==> src/srl_pkg.sv <==
// Shared types and constants for the sorted ring list unit.
// No dependencies; used by the top level and the checker.
package srl_pkg;

    // default configuration
    localparam int DEPTH_DEFAULT     = 16;
    localparam int KEY_WIDTH_DEFAULT = 32;

    // fixed field widths of the transaction payloads
    localparam int KEY_FIELD_W   = 32;
    localparam int HEAD_FIELD_W  = 4;
    localparam int COUNT_FIELD_W = 5;

    // operation codes
    typedef enum logic [1:0] {
        OP_INSERT = 2'd0,
        OP_REMOVE = 2'd1,
        OP_MEMBER = 2'd2,
        OP_POP    = 2'd3
    } op_t;

    // result status codes
    typedef enum logic [1:0] {
        STAT_OK       = 2'd0,
        STAT_FULL     = 2'd1,
        STAT_EMPTY    = 2'd2,
        STAT_NOTFOUND = 2'd3
    } status_t;

    // input transaction
    typedef struct packed {
        op_t                            op;
        logic signed [KEY_FIELD_W-1:0]  key;
    } in_item_t;

    // result transaction
    typedef struct packed {
        status_t                    status;
        logic [HEAD_FIELD_W-1:0]    head_position;
        logic [COUNT_FIELD_W-1:0]   entry_count;
    } out_item_t;

endpackage

==> src/srl_ram.sv <==
// Generic simple dual-port RAM: one write port, one registered read port.
// No dependencies.
module srl_ram #(
    parameter int WIDTH = 32,
    parameter int DEPTH = 16
) (
    input  logic                     aclk,
    input  logic                     wr_en,
    input  logic [$clog2(DEPTH)-1:0] wr_addr,
    input  logic [WIDTH-1:0]         wr_data,
    input  logic                     rd_en,
    input  logic [$clog2(DEPTH)-1:0] rd_addr,
    output logic [WIDTH-1:0]         rd_data
);

    logic [WIDTH-1:0] mem [DEPTH];

    // write and registered read
    always_ff @(posedge aclk) begin
        if (wr_en) begin
            mem[wr_addr] <= wr_data;
        end
        if (rd_en) begin
            rd_data <= mem[rd_addr];
        end
    end

endmodule

==> src/sorted_ring_list_unit.sv <==
// Sorted ring list unit: top level with the operation sequencer.
// Depends on srl_pkg and srl_ram.
//
// Keeps signed keys in ascending order in a DEPTH-entry circular buffer held in
// one RAM with a single write and a single registered read port. Every input
// transaction (insert, remove key, membership test, pop head) returns exactly
// one result with status, head index and count. A pop, an insert into a full
// list or a remove from an empty list goes from the accept straight to the
// result. Insert, remove and membership first scan the stored keys from the
// head, one RAM read a cycle, pipelined against the compare. Insert and middle
// removal then move the later entries one slot, one read and one write a
// cycle, and wait for the last write to drain. A scan that stops early leaves
// more entries to move. Insert and middle removal end in a final update state
// before the result. A new transaction is taken once the previous result sits
// in the output register, even if it waits there.
module sorted_ring_list_unit #(
    parameter int DEPTH     = srl_pkg::DEPTH_DEFAULT,
    parameter int KEY_WIDTH = srl_pkg::KEY_WIDTH_DEFAULT
) (
    input  logic              aclk,
    input  logic              aresetn,
    input  logic              s_valid,
    output logic              s_ready,
    input  srl_pkg::in_item_t s_data,
    output logic              m_valid,
    input  logic              m_ready,
    output srl_pkg::out_item_t m_data
);

    localparam int AW = $clog2(DEPTH);
    localparam int CW = $clog2(DEPTH + 1);

    typedef enum logic [4:0] {
        S_IDLE   = 5'b00001,
        S_SEARCH = 5'b00010,
        S_SHIFT  = 5'b00100,
        S_FINAL  = 5'b01000,
        S_DONE   = 5'b10000
    } state_t;

    state_t                     state_reg, state_next;
    srl_pkg::op_t               op_reg, op_next;
    logic signed [KEY_WIDTH-1:0] key_reg, key_next;
    srl_pkg::status_t           status_reg, status_next;
    logic [AW-1:0]              head_reg, head_next;
    logic [AW-1:0]              tail_reg, tail_next;
    logic [CW-1:0]              count_reg, count_next;
    logic [CW-1:0]              pos_reg, pos_next;
    logic [CW-1:0]              idx_reg, idx_next;
    logic [CW-1:0]              rd_idx_reg, rd_idx_next;
    logic [CW-1:0]              dst_reg, dst_next;
    logic                       rd_valid_reg, rd_valid_next;
    logic                       wr_valid_reg, wr_valid_next;
    logic [AW-1:0]              wr_addr_reg, wr_addr_next;
    logic                       m_valid_reg, m_valid_next;
    srl_pkg::out_item_t         m_data_reg, m_data_next;

    logic                       ram_wr_en;
    logic [AW-1:0]              ram_wr_addr;
    logic [KEY_WIDTH-1:0]       ram_wr_data;
    logic                       ram_rd_en;
    logic [AW-1:0]              ram_rd_addr;
    logic [KEY_WIDTH-1:0]       ram_rd_data;

    logic signed [KEY_WIDTH-1:0] rd_key;
    logic                       hit;
    logic                       srch_end;
    logic                       srch_found;
    logic [CW-1:0]              srch_pos;
    logic [CW-1:0]              dst_inc;
    logic [AW-1:0]              head_inc;
    logic [AW-1:0]              tail_inc;
    logic [AW-1:0]              tail_dec;

    // physical index of a logical position counted from the head
    function automatic logic [AW-1:0] ring_addr(input logic [AW-1:0] base,
                                                input logic [CW-1:0] offs);
        logic [CW:0] sum;
        sum = (CW+1)'(base) + (CW+1)'(offs);
        if (sum >= (CW+1)'(DEPTH)) begin
            sum = sum - (CW+1)'(DEPTH);
        end
        return sum[AW-1:0];
    endfunction

    // key storage
    srl_ram #(
        .WIDTH (KEY_WIDTH),
        .DEPTH (DEPTH)
    ) u_ram (
        .aclk    (aclk),
        .wr_en   (ram_wr_en),
        .wr_addr (ram_wr_addr),
        .wr_data (ram_wr_data),
        .rd_en   (ram_rd_en),
        .rd_addr (ram_rd_addr),
        .rd_data (ram_rd_data)
    );

    // pointer steps with wrap
    assign head_inc = (head_reg == AW'(DEPTH - 1)) ? '0 : head_reg + AW'(1);
    assign tail_inc = (tail_reg == AW'(DEPTH - 1)) ? '0 : tail_reg + AW'(1);
    assign tail_dec = (tail_reg == '0) ? AW'(DEPTH - 1) : tail_reg - AW'(1);
    assign dst_inc  = dst_reg + CW'(1);

    // compare of the key read in the previous cycle
    assign rd_key = $signed(ram_rd_data);
    assign hit    = rd_valid_reg && ((op_reg == srl_pkg::OP_INSERT) ? (rd_key > key_reg)
                                                                    : (rd_key == key_reg));

    assign s_ready = (state_reg == S_IDLE);
    assign m_valid = m_valid_reg;
    assign m_data  = m_data_reg;

    // sequencer
    always_comb begin
        state_next    = state_reg;
        op_next       = op_reg;
        key_next      = key_reg;
        status_next   = status_reg;
        head_next     = head_reg;
        tail_next     = tail_reg;
        count_next    = count_reg;
        pos_next      = pos_reg;
        idx_next      = idx_reg;
        rd_idx_next   = rd_idx_reg;
        dst_next      = dst_reg;
        wr_addr_next  = wr_addr_reg;
        m_data_next   = m_data_reg;
        rd_valid_next = 1'b0;
        wr_valid_next = 1'b0;
        m_valid_next  = m_valid_reg && !m_ready;
        ram_rd_en     = 1'b0;
        ram_rd_addr   = '0;
        ram_wr_en     = wr_valid_reg;
        ram_wr_addr   = wr_addr_reg;
        ram_wr_data   = ram_rd_data;
        srch_end      = 1'b0;
        srch_found    = 1'b0;
        srch_pos      = count_reg;

        case (state_reg)
            S_IDLE: begin
                if (s_valid) begin
                    op_next    = s_data.op;
                    key_next   = KEY_WIDTH'(s_data.key);
                    idx_next   = '0;
                    state_next = S_SEARCH;
                    case (s_data.op)
                        srl_pkg::OP_INSERT: begin
                            if (count_reg == CW'(DEPTH)) begin
                                status_next = srl_pkg::STAT_FULL;
                                state_next  = S_DONE;
                            end
                        end
                        srl_pkg::OP_REMOVE: begin
                            if (count_reg == '0) begin
                                status_next = srl_pkg::STAT_EMPTY;
                                state_next  = S_DONE;
                            end
                        end
                        srl_pkg::OP_POP: begin
                            state_next = S_DONE;
                            if (count_reg == '0) begin
                                status_next = srl_pkg::STAT_EMPTY;
                            end else begin
                                status_next = srl_pkg::STAT_OK;
                                head_next   = head_inc;
                                count_next  = count_reg - CW'(1);
                            end
                        end
                        default: begin
                        end
                    endcase
                end
            end

            S_SEARCH: begin
                // one read issued per cycle, compared in the next cycle
                if (hit) begin
                    srch_end   = 1'b1;
                    srch_found = 1'b1;
                    srch_pos   = rd_idx_reg;
                end else if (idx_reg < count_reg) begin
                    ram_rd_en     = 1'b1;
                    ram_rd_addr   = ring_addr(head_reg, idx_reg);
                    rd_valid_next = 1'b1;
                    rd_idx_next   = idx_reg;
                    idx_next      = idx_reg + CW'(1);
                end else if (!rd_valid_reg) begin
                    srch_end = 1'b1;
                end

                if (srch_end) begin
                    case (op_reg)
                        srl_pkg::OP_INSERT: begin
                            pos_next   = srch_pos;
                            dst_next   = count_reg;
                            state_next = S_SHIFT;
                        end
                        srl_pkg::OP_REMOVE: begin
                            if (!srch_found) begin
                                status_next = srl_pkg::STAT_NOTFOUND;
                                state_next  = S_DONE;
                            end else if (srch_pos == '0) begin
                                status_next = srl_pkg::STAT_OK;
                                head_next   = head_inc;
                                count_next  = count_reg - CW'(1);
                                state_next  = S_DONE;
                            end else begin
                                pos_next   = srch_pos;
                                dst_next   = srch_pos;
                                state_next = S_SHIFT;
                            end
                        end
                        default: begin
                            status_next = srch_found ? srl_pkg::STAT_OK
                                                     : srl_pkg::STAT_NOTFOUND;
                            state_next  = S_DONE;
                        end
                    endcase
                end
            end

            S_SHIFT: begin
                // read one slot, write it to its neighbor in the next cycle
                if (op_reg == srl_pkg::OP_INSERT) begin
                    if (dst_reg > pos_reg) begin
                        ram_rd_en     = 1'b1;
                        ram_rd_addr   = ring_addr(head_reg, dst_reg - CW'(1));
                        wr_valid_next = 1'b1;
                        wr_addr_next  = ring_addr(head_reg, dst_reg);
                        dst_next      = dst_reg - CW'(1);
                    end else if (!wr_valid_reg) begin
                        state_next = S_FINAL;
                    end
                end else begin
                    if (dst_inc < count_reg) begin
                        ram_rd_en     = 1'b1;
                        ram_rd_addr   = ring_addr(head_reg, dst_inc);
                        wr_valid_next = 1'b1;
                        wr_addr_next  = ring_addr(head_reg, dst_reg);
                        dst_next      = dst_inc;
                    end else if (!wr_valid_reg) begin
                        state_next = S_FINAL;
                    end
                end
            end

            S_FINAL: begin
                status_next = srl_pkg::STAT_OK;
                state_next  = S_DONE;
                if (op_reg == srl_pkg::OP_INSERT) begin
                    ram_wr_en   = 1'b1;
                    ram_wr_addr = ring_addr(head_reg, pos_reg);
                    ram_wr_data = key_reg;
                    tail_next   = tail_inc;
                    count_next  = count_reg + CW'(1);
                end else begin
                    tail_next  = tail_dec;
                    count_next = count_reg - CW'(1);
                end
            end

            S_DONE: begin
                // hand the result to the output register once it is free
                if (!m_valid_reg || m_ready) begin
                    m_data_next.status        = status_reg;
                    m_data_next.head_position = (srl_pkg::HEAD_FIELD_W)'(head_reg);
                    m_data_next.entry_count   = (srl_pkg::COUNT_FIELD_W)'(count_reg);
                    m_valid_next              = 1'b1;
                    state_next                = S_IDLE;
                end
            end

            default: begin
                state_next = S_IDLE;
            end
        endcase
    end

    // control registers
    always_ff @(posedge aclk) begin
        if (!aresetn) begin
            state_reg    <= S_IDLE;
            head_reg     <= '0;
            tail_reg     <= '0;
            count_reg    <= '0;
            rd_valid_reg <= 1'b0;
            wr_valid_reg <= 1'b0;
            m_valid_reg  <= 1'b0;
        end else begin
            state_reg    <= state_next;
            head_reg     <= head_next;
            tail_reg     <= tail_next;
            count_reg    <= count_next;
            rd_valid_reg <= rd_valid_next;
            wr_valid_reg <= wr_valid_next;
            m_valid_reg  <= m_valid_next;
        end
    end

    // payload registers
    always_ff @(posedge aclk) begin
        op_reg      <= op_next;
        key_reg     <= key_next;
        status_reg  <= status_next;
        pos_reg     <= pos_next;
        idx_reg     <= idx_next;
        rd_idx_reg  <= rd_idx_next;
        dst_reg     <= dst_next;
        wr_addr_reg <= wr_addr_next;
        m_data_reg  <= m_data_next;
    end

endmodule

==> config.mk <==
export PLATFORM = sky130hd
export DESIGN_NAME = sorted_ring_list_unit
export DESIGN_NICKNAME = d
export VERILOG_FILES = /design/src/srl_pkg.sv /design/src/srl_ram.sv /design/src/sorted_ring_list_unit.sv
export SDC_FILE = /design/constraint.sdc
export NUM_CORES = 1
export LEC_CHECK = 0
export ABC_CLOCK_PERIOD_IN_PS = 5800
export BUFFER_PORTS_ARGS = -buffer_cell sky130_fd_sc_hd__buf_2
export CAP_MARGIN = 20
export CELL_PAD_IN_SITES_DETAIL_PLACEMENT = 1
export CELL_PAD_IN_SITES_GLOBAL_PLACEMENT = 1
export CORE_MARGIN = 1
export CORE_UTILIZATION = 45
export CTS_BUF_LIST = sky130_fd_sc_hd__clkbuf_16
export CTS_CLUSTER_DIAMETER = 120
export CTS_CLUSTER_SIZE = 10
export DETAILED_ROUTE_END_ITERATION = 10
export PLACE_DENSITY = 0.73
export SLEW_MARGIN = 10
export SYNTH_ARGS = -nofsm -noshare
export SYNTH_HDL_FRONTEND = slang
export SYNTH_SLANG_ARGS = --single-unit
==> constraint.sdc <==
create_clock -name aclk -period 5.8 [get_ports aclk]
set_input_delay 1.74 -clock aclk [delete_from_list [all_inputs] [get_ports aclk]]
set_output_delay 1.74 -clock aclk [all_outputs]
set_load 0.01 [all_outputs]
[After elaboration in Yosys (flattened, before gate mapping)]
Memories as Yosys holds them, arrays and structs flattened. A register that Yosys moved wholly into a read port is not among the register bits.
Index checks and enable logic that the tools add are counted.
Storage, ports and cells
  register bits: 88
  bits in latches: 0
  memory bits (writable): 512
  ROM bits: 0
  bits of input ports: 38
  output and inout bits: 13
  logic and storage cells: 202
  memories: 1
Memory list
  u_ram.mem: words 16, width 32, rd ports 1, clocked after memory_dff 1, wr ports 1, line srl_ram.sv:16  | logic [WIDTH-1:0] mem [DEPTH];
Operators by class
  add/sub/neg operators: 16
  multipliers: 0
  divide/modulo/power cells: 0
  $lt $le $gt $ge: 9
  equal/unequal tests: 36
  shifts and indexed selects: 0
  muxes and demuxes: 95
  bitwise operators: 1
  reductions and logical operators: 27
Operators with widths (count)
  $mux W5: 30
  $mux W4: 23
  $mux W32: 2
  $pmux W5 S2: 5
  $eq A32 B32 Y1: 1
  $gt A32 B32 Y1: 1
  $add A4 B5 Y6: 5
  $ge A6 B5 Y1 const B: 5
  $pmux W5 S3: 2
  $pmux W5 S5: 1
  $ne A3 B3 Y1 const B: 8
  $reduce_and A8 Y1: 3
  $ne A2 B2 Y1 const B: 10
  $sub A4 B1 Y4 const B: 5
  $mux W1: 18
  $mux W2: 8
  $pmux W4 S2: 2
  $add A5 B1 Y5 const B: 3
  $pmux W2 S3: 2
  $eq A5 B5 Y1 const B: 2
  $logic_not A5 Y1: 2
  $lt A5 B5 Y1: 2
  $reduce_and A5 Y1: 2
  $sub A5 B1 Y5 const B: 2
  other kinds (26): 40

[Longest topological paths before layout]
  depth after elaboration: 11
  gate-level depth with buffers: 16
  depth with buffers taken out: 13

[Cells and area by module]
A second synthesis with hierarchy kept.
Second synthesis, totals
  cells, all modules: 1403
  area total of the unflattened synthesis: 25839.8 um2
Modules (own cells, without submodules)
  srl_ram: times used 1, cells an instance 838, area an instance 20155.6 um2, sequential area each 16335.7 um2
  sorted_ring_list_unit: times used 1, cells an instance 565, area an instance 5684.2 um2, sequential area each 2472.4 um2

[Worst setup path before layout]
OpenSTA, ideal clock, no wires.
  path kind: register to register
  from: register u_ram.rd_data[14] (read register of u_ram.mem)
  to: register u_ram.rd_data[21] (read register of u_ram.mem) (data pin)
  setup time: 0.272 ns
  arrival time: 3.816 ns
  data required time: 5.528 ns
  slack: 1.713 ns
  cell stages (with the launch flop): 14
  path buffers: 2
  period minus slack after synthesis: 4.087 ns
  cell sequence: edfxtp_1 -> ha_1 -> a21oi_2 -> nand2_1 -> a221o_1 -> o31a_1 -> o221a_4 -> or4_4 -> buf_6 -> nand2_1 -> clkbuf_1 -> mux2_2 -> o2bb2ai_1 -> or4_1
Between the ends
  cells in the longest elaborated chain, start to end: 5
  elaborated cells on any way between the ends: 8
  those cells by class: order compare: 1; eq/ne: 1; mux: 5; reduce/logical: 1
Ends and longest elaborated chain
  start: declaration: line srl_ram.sv:13  | output logic [WIDTH-1:0] rd_data
  $gt A32 B32 Y1 / $eq A32 B32 Y1 (equally long branches): line sorted_ring_list_unit.sv:108, sorted_ring_list_unit.sv:109
  $mux W1 (*): line sorted_ring_list_unit.sv:108  | assign hit = rd_valid_reg && ((op_reg == srl_pkg::OP_INSERT) ? (rd_key > key_reg)
  $logic_and A1 B1 Y1 (*): line sorted_ring_list_unit.sv:108
  $mux W4 / $mux W1 (equally long branches): line sorted_ring_list_unit.sv:180  | if (hit) begin
  $pmux W4 S2 / $pmux W1 S2 (equally long branches): line sorted_ring_list_unit.sv:142  | case (state_reg)
Every way passes the cells marked *; elsewhere a longest branch is shown, timed or not.
A chain may end at the register's enable or synchronous reset.

[Final worst setup path]
  from: register u_ram.rd_data[15] (read register of u_ram.mem)
  to: register u_ram.rd_data[19] (read register of u_ram.mem) (data pin)
The elaborated chain is that of the path after synthesis.

==> flow_metrics.env <==
export IMPL_cp_max_fo=59
export IMPL_power_total_uw=10500
export IMPL_wl_um=75000
export IMPL_worst_slew_pin_slew_ns=1.15
export IMPL_initial_core_util_pct=45.5
export IMPL_ys_types=65
export IMPL_fin_skew_ns=0.0320
export IMPL_nFillCells=5665
export IMPL_remaining_drc_errors=0
export IMPL_status="complete, no violations"
export IMPL_die_x_um=246
export IMPL_ys_async_sr_fraction_pct=0
export IMPL_grt_overflow=0
export IMPL_wl_per_cell_um=27.6
export IMPL_arrival_ns=5.51
export IMPL_ios=51
export IMPL_drv_slew=0
export IMPL_area_delta_synth_final_pct=13.3
export IMPL_synth_area_per_cell_um2=14.5
export IMPL_portBuffers=50
export IMPL_ys_flop_type="edfxtp_1"
export IMPL_die_area_mm2=0.0606
export IMPL_clk_pin_slew_worst_paths_ns=0.06
export IMPL_critPathKind="reg -> reg"
export IMPL_synth_fp_nets=1957
export IMPL_peakVddDrop_mv=0.279
export IMPL_finalHoldViolCount=0
export IMPL_cp_start_kind="flop"
export IMPL_largest_register_ff_count=512
export IMPL_viasPerCell=6.18
export IMPL_yosys_warnings=0
export IMPL_dp_hpwl_um=44200
export IMPL_synth_enable_flop_cells=615
export IMPL_track_usage_pct=25.1
export IMPL_hold_class="reg -> reg"
export IMPL_h_tree_depth=3
export IMPL_cts_buffers=73
export IMPL_finalSetupTns_ns=0
export IMPL_layout_drive_gt1_share_pct=15.5
export IMPL_fin_nets=2047
export IMPL_grt_pass1_vias=17800
export IMPL_synth_top_area_cell="edfxtp_1"
export IMPL_fin_area_mm2=0.0304
export IMPL_dieHeight_um=246
export IMPL_antenna_found_initial=0
export IMPL_grt_setup_unrepaired="no"
export IMPL_hold_buffers=0
export IMPL_endpoint_kind="flop"
export IMPL_synth_cells=1849
export IMPL_antenna_cells=0
export IMPL_slew_headroom_pct=23.2
export IMPL_fmax_ghz=0.194
export IMPL_synthTopCellsByArea="edfxtp_1 69%, nand2_1 3.4%, a311oi_1 3.1%"
export IMPL_synth_commonest_cells="615 x edfxtp_1, 241 x nand2_1, 97 x and3_1, 95 x a311oi_1, 77 x a211oi_1"
export IMPL_synth_top_area_share_pct=68.8
export IMPL_setup_viol=0
export IMPL_fin_crit_sh_pct=89.0
export IMPL_vias=16800
export IMPL_clock_sinks=632
export IMPL_ys_ff_latch=632
export IMPL_drt_pass1_iterations=6
export IMPL_cts_tree="done"
export IMPL_crit_required_ns=6.15
export IMPL_place_area_mm2=0.0284
export IMPL_grt_pass1_wl_um=112000
export IMPL_ctsResizeCount=0
export IMPL_drt_antenna_violating_nets=0
export IMPL_leakage_uw=0.0103
export IMPL_grt_max_degree=113
export IMPL_power_density_mw_per_mm2=345
export IMPL_core_area_mm2=0.0590
export IMPL_clock_tree_buffer_depth=3
export IMPL_synth_area_mm2=0.0268
export IMPL_clock_latency_ns=0.63
export IMPL_post_cts_buffers=0
export IMPL_cts_root_buf="clkbuf_16"
export IMPL_max_cap_violations=0
export IMPL_multi_input_area_mm2=0.00745
export IMPL_period_minus_slack_ns=5.16
export IMPL_hold_ws_ns=0.423
export IMPL_regArea_mm2=0.0188
export IMPL_gp_congestion=0.802
export IMPL_yosysMostFrequentCell="edfxtp_1"
export IMPL_first_iter_violations=1572
export IMPL_num_rows=89
export IMPL_yosysSeqAreaShare_pct=70.1
cell type report:
| cell class | instances | share of cell area [%] |
|---|---|---|
| timing repair buffer | 129 | 3.19 |
| clock buffer | 75 | 6.17 |
| tap | 773 | 3.18 |
| sequential | 632 | 61.9 |
| multi-input combinational | 1042 | 24.5 |
| clock inverter | 10 | 0.337 |
| inverter | 61 | 0.753 |
critical path, cell delays in order (launching register included):
cell and delay [ns]:
edfxtp_1 0.39, ha_1 0.44, nand4_2 0.31, nor4_1 0.70, a21oi_1 0.23, o221a_4 0.35, or4_4 0.55, buf_4 0.37
and2_4 0.36, buf_12 0.21, nand2_1 0.16, a311oi_1 0.12, or4_1 0.55
path summary, 6_finish.rpt:
check	start	depth (start not counted)	endpoint	slack (ns)
max	u_ram.rd_data[15]	12	u_ram.rd_data[19]	0.64
max reg2reg	u_ram.rd_data[15]	12	u_ram.rd_data[19]	0.64
min	status_reg[0]	0	m_data[9]	0.42
min reg2reg	status_reg[0]	0	m_data[9]	0.42
layer usage:
metal,global-route usage [%],part of all wire [%],up-vias
li1,-,-,7335
met1,33.5,42,8720
met2,41.6,49,621
met3,4.15,5.8,157
met4,8.46,2.9,0
met5,0,0,-
stage by stage:
| stage | cells | setup WS, ns | util [%] |
|---|---|---|---|
| finish | 2722 | 0.640 | 51.5 |
| global route | 2722 | 0.514 | 51.5 |
| CTS | 2719 | 0.678 | 51.5 |
| detailed placement | 2634 | 0.709 | 48.1 |
| global placement | 2633 | 0.859 | 48.1 |
| floorplan | 1849 | 1.71 | - |
cells in the final DEF (no fill, tap or decap), types with 9 or more instances in the layout:
master,instances
o21ai_0,45
buf_12,10
and3_1,96
xnor2_1,20
a211oi_2,19
nor2_4,16
dfxtp_1,17
nor3_1,13
mux2i_1,41
a311oi_1,95
or4_1,34
ha_1,65
xor2_1,10
a211oi_1,77
mux2_2,37
a21o_1,12
nand3_1,10
inv_1,65
nand2_1,240
nor2_1,36
nand4_1,9
buf_4,69
buf_2,50
edfxtp_1,615
clkbuf_16,75
o2bb2ai_1,32
a21oi_1,42
report_power, final:
part	switching [uW]	internal [uW]
registers	101	5180
clock network	1750	2290
logic	758	396
total	2610	7870
cell families (layout without fill, tap and decap cells):
kind of cell | count (synthesis) | after routing | share of synthesized area, %
compound gates | 363 | 363 | 10.4
xor+xnor | 30 | 30 | 0.979
fa+ha+maj | 70 | 70 | 3.40
buf+inv | 175 | 275 | 2.89
flops | 632 | 632 | 70.1
mux | 78 | 78 | 3.08
simple gates | 501 | 501 | 9.18
Power figures use the tool's default switching activity.
